===== config.mk =====
export PLATFORM = sky130hd
export DESIGN_NAME = lwrs_cell
export DESIGN_NICKNAME = d
export VERILOG_FILES = /design/src/design/lwrs_pkg.sv /design/src/design/lwrs_cell.sv
export SDC_FILE = /design/constraint.sdc
export NUM_CORES = 1
export LEC_CHECK = 0
export ABC_AREA = 0
export BUFFER_PORTS_ARGS = -buffer_cell sky130_fd_sc_hd__clkbuf_2
export CAP_MARGIN = 20
export CORE_ASPECT_RATIO = 0.6
export CORE_MARGIN = 3
export CORE_UTILIZATION = 61
export CTS_BUF_LIST = sky130_fd_sc_hd__clkbuf_8 sky130_fd_sc_hd__clkbuf_16
export DETAILED_ROUTE_END_ITERATION = 10
export PLACE_DENSITY = 0.95
export SLEW_MARGIN = 0
export SYNTH_ARGS = -nofsm -noshare
export SYNTH_HDL_FRONTEND = slang
export SYNTH_SLANG_ARGS = --single-unit

===== constraint.sdc =====
create_clock -name i_clk -period 17.6 [get_ports i_clk]
set_input_delay 1.76 -clock i_clk [delete_from_list [all_inputs] [get_ports i_clk]]
set_output_delay 1.76 -clock i_clk [all_outputs]
set_load 0.02 [all_outputs]

===== src/design/lwrs_pkg.sv =====
// Shared types and constants of the latency weighted route selector.
// No dependencies; used by every module of the block.
`timescale 1ns / 1ps
package lwrs_pkg;
    localparam int MAX_ENTRIES_DEF = 16;
    localparam int POOL_LIMIT      = 16;
    localparam int CAND_IDX_W      = 8;

    localparam logic [1:0] KIND_TICK    = 2'd0;
    localparam logic [1:0] KIND_SELECT  = 2'd1;
    localparam logic [1:0] KIND_SUCCESS = 2'd2;
    localparam logic [1:0] KIND_FAILURE = 2'd3;

    localparam logic [1:0] STATUS_OK        = 2'd0;
    localparam logic [1:0] STATUS_EMPTY     = 2'd1;
    localparam logic [1:0] STATUS_BAD_INDEX = 2'd2;

    localparam logic [1:0] REG_ENTRY_COUNT   = 2'd0;
    localparam logic [1:0] REG_DEFAULT_LAT   = 2'd1;
    localparam logic [1:0] REG_MAX_SHIFT     = 2'd2;

    // Reciprocal of five in 2^-29 units, exact for dividends below 2^27.
    localparam logic [26:0] RECIP5     = 27'd107374183;
    localparam int          RECIP5_SHR = 29;

    typedef struct packed {
        logic [1:0]  kind;
        logic [3:0]  entry_index;
        logic [15:0] latency_ms;
    } t_item;

    typedef struct packed {
        logic [1:0] status;
        logic [3:0] chosen_index;
        logic       all_quarantined;
    } t_result;

    // Candidate record that travels down the row of cells during a select.
    typedef struct packed {
        logic                  valid;
        logic                  found;
        logic [CAND_IDX_W-1:0] best_idx;
        logic [33:0]           lead_score;
        logic [CAND_IDX_W-1:0] fb_idx;
        logic [39:0]           fb_dl;
    } t_cand;

    // Update broadcast to the cells at the end of a report.
    typedef struct packed {
        logic        en;
        logic [3:0]  idx;
        logic [23:0] avg;
        logic [7:0]  fc;
        logic [39:0] dl;
    } t_wr;

    typedef enum logic [2:0] {
        ST_IDLE,
        ST_SCAN,
        ST_READ,
        ST_CALC,
        ST_WRITE
    } t_state;
endpackage


===== src/design/lwrs_cell.sv =====
// One route cell: holds a route's state, scores it, and refines the
// candidate record passed along the row. Depends on lwrs_pkg.
`timescale 1ns / 1ps
module lwrs_cell #(
    parameter int IDX = 0
) (
    input  logic           i_clk,
    input  logic           i_rst_n,
    input  lwrs_pkg::t_cand i_cand,
    output lwrs_pkg::t_cand o_cand,
    input  logic [39:0]    i_now,
    input  logic [15:0]    i_dflt,
    input  logic [4:0]     i_pool,
    input  lwrs_pkg::t_wr  i_wr,
    output logic [23:0]    o_avg,
    output logic [7:0]     o_fc
);
    import lwrs_pkg::*;

    localparam logic [8:0] IDX9 = 9'(IDX);

    logic [23:0] r_avg;
    logic [7:0]  r_fc;
    logic [39:0] r_dl;
    t_cand       r_cand;
    t_cand       n_cand;
    logic [23:0] lat;
    logic [9:0]  weight;
    logic [33:0] score;
    logic        quar;
    logic        active;

    // The score follows the stored state directly, so a write or a tick just
    // before a select is already seen by it.
    assign lat    = (r_avg != 24'd0) ? r_avg : {i_dflt, 8'd0};
    assign weight = 10'd4 + 10'd3 * {2'd0, r_fc};
    assign score  = {10'd0, lat} * {24'd0, weight};
    assign quar   = r_dl > i_now;
    assign active = IDX9 < {4'd0, i_pool};

    always_ff @(posedge i_clk) begin
        if (!i_rst_n) begin
            r_avg  <= '0;
            r_fc   <= '0;
            r_dl   <= '0;
            r_cand <= '0;
        end else begin
            r_cand <= n_cand;
            if (i_wr.en && (IDX9 == {5'd0, i_wr.idx})) begin
                r_avg <= i_wr.avg;
                r_fc  <= i_wr.fc;
                r_dl  <= i_wr.dl;
            end
        end
    end

    always_comb begin
        n_cand = i_cand;
        if (i_cand.valid && active) begin
            if (!quar && (!i_cand.found || score < i_cand.lead_score)) begin
                n_cand.found      = 1'b1;
                n_cand.best_idx   = IDX9[CAND_IDX_W-1:0];
                n_cand.lead_score = score;
            end
            if (r_dl < i_cand.fb_dl) begin
                n_cand.fb_idx = IDX9[CAND_IDX_W-1:0];
                n_cand.fb_dl  = r_dl;
            end
        end
    end

    assign o_cand = r_cand;
    assign o_avg  = r_avg;
    assign o_fc   = r_fc;
endmodule


==> flow_metrics.env, run 1 <==
export IMPL_status="finished clean"
export IMPL_dp_cells=2593
export IMPL_fin_crit_sh_pct=60.5
export IMPL_slowest_stage="xor2_1"
export IMPL_htreeDepth=4
export IMPL_post_place_ws_ns=7.01
export IMPL_cts_setup_buffers=0
export IMPL_dr_pass1_iters=8
export IMPL_syn_area_per_cell_sq_um=8.42
export IMPL_irDropWorstVdd_uv=68.6
export IMPL_fin_skew_ns=0.0110
export IMPL_grt_max_degree=97
export IMPL_r2r_slack_ns=6.95
export IMPL_worstMarginPinSlew_ns=1.15
export IMPL_synthTopCellsByCount="inv_1 (309), nand2_1 (297), ha_1 (195)"
export IMPL_seqCellArea_sq_um=3280
export IMPL_die_height_um=133
export IMPL_routed_wl_um=52100
export IMPL_critPathLaunch="o_fc[1]$_SDFFE_PN0P_"
export IMPL_r2r_start="o_fc[1]$_SDFFE_PN0P_"
export IMPL_async_flop_share_pct=0
export IMPL_critical_path_max_stage_delay_ns=0.65
export IMPL_finalCriticalPeriod_ns=10.65
export IMPL_initial_core_util_pct=63.4
export IMPL_die_w_um=218
export IMPL_required_ns=17.89
export IMPL_gp_congestion=1.01
export IMPL_n_fill_cell=1850
export IMPL_cts_sinks=164
export IMPL_syn_to_final_growth_pct=16.3
export IMPL_drt_initial_drc_count=1533
export IMPL_arrival_ns=10.94
export IMPL_yosys_warnings=0
export IMPL_io_buffers=355
export IMPL_antenna_found_initial=0
export IMPL_synth_top_area_share_pct=21.4
export IMPL_cts_resized=0
export IMPL_root_buffer="clkbuf_16"
export IMPL_grt_usage_pct=35.8
export IMPL_drv_cap=0
export IMPL_setup_viol=0
export IMPL_netlist_area_sq_um=16400
export IMPL_viasPerCell=5.86
export IMPL_grt_pass1_vias=15300
export IMPL_yosysTopAreaCell="fa_1"
export IMPL_cp_num_cells=36
export IMPL_route_detailed_drc=0
export IMPL_crit_type="reg -> reg"
export IMPL_drt_antenna_violating_nets=0
export IMPL_path_clk_slew_ns=0.08
export IMPL_end_kind="flip-flop"
export IMPL_ys_types=69
export IMPL_fin_cells=2627
export IMPL_synth_edf_count=0
export IMPL_route_vias_total=15400
export IMPL_fmax_mhz=93.9
export IMPL_syn_inst=1945
export IMPL_crit_fanout=26
export IMPL_rows=45
export IMPL_globalRouteOverflowTotal=0
export IMPL_reg2reg_to="o_cand[60]$_SDFF_PN0_"
export IMPL_tns_ns=0
export IMPL_grt_pass1_wl_um=81100
export IMPL_cpLargestDelayFamily="adder cells"
export IMPL_nets=2864
export IMPL_cp_start_kind="flip-flop"
export IMPL_syn_num_nets=2547
export IMPL_cts_tree="yes"
export IMPL_diodes=0
export IMPL_final_hold_viol_count=0
export IMPL_dp_hpwl_um=41700
export IMPL_core_sq_um=25800
export IMPL_io_pins=356
export IMPL_rsz0062_at_grt="no"
export IMPL_synth_top_flop_cell="dfxtp_1"
export IMPL_seq_area_frac_synth_pct=20.0
export IMPL_ys_top_cells_by_area="fa_1 (21%), dfxtp_1 (20%), ha_1 (15%)"
export IMPL_yosysMostFrequentCell="inv_1"
export IMPL_ff2ff_path_depth=36
export IMPL_drive_gt1_share_pct=18.7
export IMPL_numCtsBuffers=17
export IMPL_dieArea_sq_um=28900
export IMPL_p_leak_nw=10.7
export IMPL_multiInputGateArea_sq_um=11700
export IMPL_cts_path_max_buffers=2
export IMPL_setup_slack_ns=6.95
export IMPL_insertion_delay_ns=0.45
export IMPL_wl_per_cell_um=19.8
export IMPL_crit_end="o_cand[60]$_SDFF_PN0_"
export IMPL_path_buf_inv=5
export IMPL_crit_path_frequent_cell="fa_1"
export IMPL_slew_headroom_pct=23.4
export IMPL_ys_ff_latch=164
export IMPL_slew_viol_final=0
export IMPL_hold_buffers=0
export IMPL_power_density_nw_per_um2=59.0
export IMPL_min_path_type="reg -> reg"
## power breakdown
part	total, mW	internal (mW)	switching (mW)
registers	0.396	0.386	0.00972
logic	0.332	0.125	0.207
clock network	0.396	0.211	0.186
## state kept, by name, summed over array words and instances, names as in the netlist
name and flops:
o_fc 8, o_avg 24, r_dl 40, o_cand 92
## tightest hold or removal path, stage by stage, from the launching register on
cell and delay, ns:
dfxtp_1 0.34, nand2_1 0.06, a21oi_1 0.06
## per-stage QoR
step,total power [mW],instance area (sq um),hold slack [ns],utilization [%]
6_report,1.12,19100,0.501,73.8
4_1_cts,1.12,19000,0.497,73.6
3_3_place_gp,0.711,18400,0.473,71.2
3_5_place_dp,0.725,18400,0.487,71.3
5_1_grt,1.18,19100,0.528,73.8
2_1_floorplan,0.615,16400,0.457,-
## worst min path at each step
stage / cells after the start / to / start / slack, ns
floorplan: 2 / r_dl[0]$_SDFFE_PN0P_ / r_dl[0]$_SDFFE_PN0P_ / 0.46
detailed placement: 2 / r_dl[29]$_SDFFE_PN0P_ / r_dl[29]$_SDFFE_PN0P_ / 0.49
global placement: 2 / r_dl[0]$_SDFFE_PN0P_ / r_dl[0]$_SDFFE_PN0P_ / 0.47
finish: 2 / r_dl[0]$_SDFFE_PN0P_ / r_dl[0]$_SDFFE_PN0P_ / 0.50
global route: 2 / r_dl[0]$_SDFFE_PN0P_ / r_dl[0]$_SDFFE_PN0P_ / 0.53
CTS: 2 / r_dl[0]$_SDFFE_PN0P_ / r_dl[0]$_SDFFE_PN0P_ / 0.50
## layout by cell type, fill, tap and decap left out, drive strengths merged, types with 67 or more instances in the layout
cell    synthesis  routed
a21oi         150     150
and2           68      68
clkbuf         62     374
dfxtp         164     164
fa            175     175
ha            195     195
inv           309     318
mux2i          67      67
nand2         297     297
nor2          158     158
## metal layers
| layer | GRT usage [%] | share of wire (%) | vias to the layer above |
|---|---|---|---|
| met1 | 48.6 | 41 | 7395 |
| met3 | 9.36 | 11 | 171 |
| li1 | - | - | 6880 |
| met5 | 0 | 0 | - |
| met4 | 14.5 | 4.1 | 0 |
| met2 | 54.8 | 44 | 937 |
## cell type report
class                      instances  area share [%]
sequential                       164            17.2
multi-input combinational       1400            61.1
inverter                         309            6.10
timing repair buffer             370            10.0
clock buffer                      19            2.38
clock inverter                    13           0.821
tap                              352            2.31
## cells by family after synthesis
logic type      after synthesis  synth area share, %
xor+xnor                     40                 2.14
compound gates              301                 11.7
fa+ha+maj                   370                 36.3
buf+inv                     381                 8.96
mux                          67                 4.09
simple gates                622                 16.8
flops                       164                 20.0
Note: power is estimated with default switching activity, not from simulation.
==> run 2: changes to the inputs <==
Settings changed: CORE_UTILIZATION 61 to 51, PLACE_DENSITY 0.95 to 0.9.
Clock period 17.6 ns to 8.6 ns, I/O delays scaled along.
==> run 2 against run 1 <==
Effect of this change: the run now ends with setup timing left; core utilization is 5.4 points lower; flip-flop and latch count is the same; fmax rose by 16%; combinational power grew to 2.7 times the previous value; die area increased by 19%; critical path depth up 6; sequential power grew 100%; clock-buffer cell count stayed put; non-clock buffer count increased by 202; cell count increased by 10%; critical endpoint is now o_cand[63]$_SDFF_PN0_; largest cell class unchanged; highest routed layer unchanged.
==> flow_metrics.env, run 2 (synthesis gave the netlist of run 1 again) <==
export IMPL_status="finished with violations"
export IMPL_violations="setup timing"
export IMPL_fin_crit_sh_pct=107
export IMPL_io_pins=356
export IMPL_placed_area_sq_um=19800
export IMPL_drt_initial_drc_count=1441
export IMPL_worstMarginPinSlew_ns=1.01
export IMPL_core_sq_um=31400
export IMPL_drive_gt1_share_pct=29.3
export IMPL_routed_wl_um=60700
export IMPL_path_clk_slew_ns=0.08
export IMPL_n_fill_cell=2446
export IMPL_crit_path_frequent_cell="a21o_1"
export IMPL_dieArea_sq_um=34400
export IMPL_top_layer="met4"
export IMPL_slowest_stage="fa_2"
export IMPL_globalRouteOverflowTotal=0
export IMPL_route_vias_total=16400
export IMPL_setup_slack_ns=-0.564
export IMPL_final_hold_viol_count=0
export IMPL_fin_util_pct=68.3
export IMPL_pwr_share_clk_pct=31.9
export IMPL_cts_sinks=164
export IMPL_crit_type="reg -> reg"
export IMPL_power_density_nw_per_um2=117
export IMPL_dp_hpwl_um=45900
export IMPL_syn_to_final_growth_pct=30.9
export IMPL_fmax_mhz=109
export IMPL_wl_per_cell_um=21.0
export IMPL_setup_viol=42
export IMPL_tns_ns=-19.26
export IMPL_route_detailed_drc=0
export IMPL_rsz0062_at_grt="yes"
export IMPL_end_kind="flip-flop"
export IMPL_m1WireLength_um=24400
export IMPL_die_height_um=145
export IMPL_p_leak_nw=11.9
export IMPL_power_switching_mw=0.918
export IMPL_numCtsBuffers=17
export IMPL_layout_commonest_cell="clkbuf_2"
export IMPL_dr_pass1_iters=6
export IMPL_root_buffer="clkbuf_16"
export IMPL_antenna_found_initial=2
export IMPL_grt_pass1_wl_um=92000
export IMPL_p_int_mw=1.59
export IMPL_drt_antenna_violating_nets=0
export IMPL_dp_cells=2822
export IMPL_post_place_ws_ns=-0.719
export IMPL_wl_met2_um=26700
export IMPL_mostFrequentLayoutCells="clkbuf_2 (355), inv_1 (299), nand2_1 (293), buf_4 (194), ha_1 (180)"
export IMPL_cp_start_kind="flip-flop"
export IMPL_slew_headroom_pct=32.8
export IMPL_fin_skew_ns=0.0135
export IMPL_die_w_um=237
export IMPL_cts_path_max_buffers=2
export IMPL_gp_congestion=1.01
export IMPL_grt_pass1_vias=16900
export IMPL_critical_path_max_stage_delay_ns=0.59
export IMPL_largest_reg_flops=92
export IMPL_insertion_delay_ns=0.45
export IMPL_grt_max_degree=76
export IMPL_fin_cells=2896
export IMPL_grt_usage_pct=34.6
export IMPL_cts_tree="yes"
export IMPL_irDropWorstVdd_uv=145
export IMPL_seqCellArea_sq_um=3290
export IMPL_seq_power_share_pct=32.2
export IMPL_p_comb_share_pct=35.9
export IMPL_finalCriticalPeriod_ns=9.16
export IMPL_multiInputGateArea_sq_um=12300
export IMPL_io_buffers=355
export IMPL_rows=50
export IMPL_required_ns=8.88
export IMPL_route_met3_wl_um=6490
export IMPL_switching_share_pct=36.6
export IMPL_viasPerCell=5.66
export IMPL_htreeDepth=4
export IMPL_drv_cap=0
export IMPL_finish_instance_area_sq_um=21500
export IMPL_slew_viol_final=0
export IMPL_min_path_type="reg -> reg"
export IMPL_nets=3067
export IMPL_crit_fanout=6
export IMPL_initial_core_util_pct=52.2
export IMPL_arrival_ns=9.45
[run 2: changes by cell type in the layout (fill, tap and decap cells not counted), sizes merged]
cell,previous run,this run
xnor2,26,27
clkinv,3,1
clkbuf,374,376
clkinvlp,0,1
diode,0,2
inv,318,320
buf,15,215
bufinv,1,0
[run 2: path summary, 6_finish.rpt]
| check | from | end | slack, ns | depth (start not counted) |
|---|---|---|---|---|
| worst max register to register | o_fc[2]$_SDFFE_PN0P_ | o_cand[63]$_SDFF_PN0_ | -0.56 | 42 |
| worst min-delay path | r_dl[11]$_SDFFE_PN0P_ | r_dl[11]$_SDFFE_PN0P_ | 0.50 | 2 |
| worst max-delay path | o_fc[2]$_SDFFE_PN0P_ | o_cand[63]$_SDFF_PN0_ | -0.56 | 42 |
| worst min register to register | r_dl[11]$_SDFFE_PN0P_ | r_dl[11]$_SDFFE_PN0P_ | 0.50 | 2 |
[run 2: area by class of cell]
cell class              instances  area share [%]
inverters                     309            5.43
clock buffers                  19            2.16
well taps                     416            2.43
repair buffers                572            16.9
flip-flops and latches        164            15.3
clock inverters                13           0.525
multi-input cells            1401            57.2
diodes                          2          0.0233
[run 2: power by group through the flow]
stage / combinational (mW) / clock (mW) / sequential [mW]
3_5_place_dp: 0.775 / 0 / 0.824
3_3_place_gp: 0.744 / 0 / 0.824
5_1_grt: 0.974 / 0.828 / 0.810
2_1_floorplan: 0.407 / 0 / 0.855
6_report: 0.899 / 0.800 / 0.808
4_1_cts: 0.836 / 0.803 / 0.807
[run 2: timing repair]
item	CTS	global route
cloned	5	2
setup buffers	18	15
gates resized for setup	89	48
hold buffers	0	0
pin swaps	54	79
endpoints found under the setup margin	42	42
[run 2: worst max-delay path, delay by kind of cell, from the launching register on]
family	cells	cell delay, ns
muxes	1	0.24
and+or+nand+nor	3	0.44
DFF	1	0.36
xor gates and xnor gates	2	0.42
adders and majority gates	10	3.91
buffers and inverters	11	1.27
AOI/OAI and AO/OA	15	2.34
[run 2: metal layers]
| layer | vias up | track usage (%) |
|---|---|---|
| li1 | 7299 | - |
| met1 | 7908 | 45.4 |
| met2 | 964 | 54.0 |
| met3 | 220 | 8.64 |
| met4 | 0 | 17.3 |
| met5 | - | 0 |
[run 2: through the flow]
step / power [mW] / hold slack [ns]
final: 2.51 / 0.498
after global routing: 2.61 / 0.519
after floorplan: 1.26 / 0.457
after CTS: 2.45 / 0.499
after global placement: 1.57 / 0.482
after detailed placement: 1.60 / 0.488
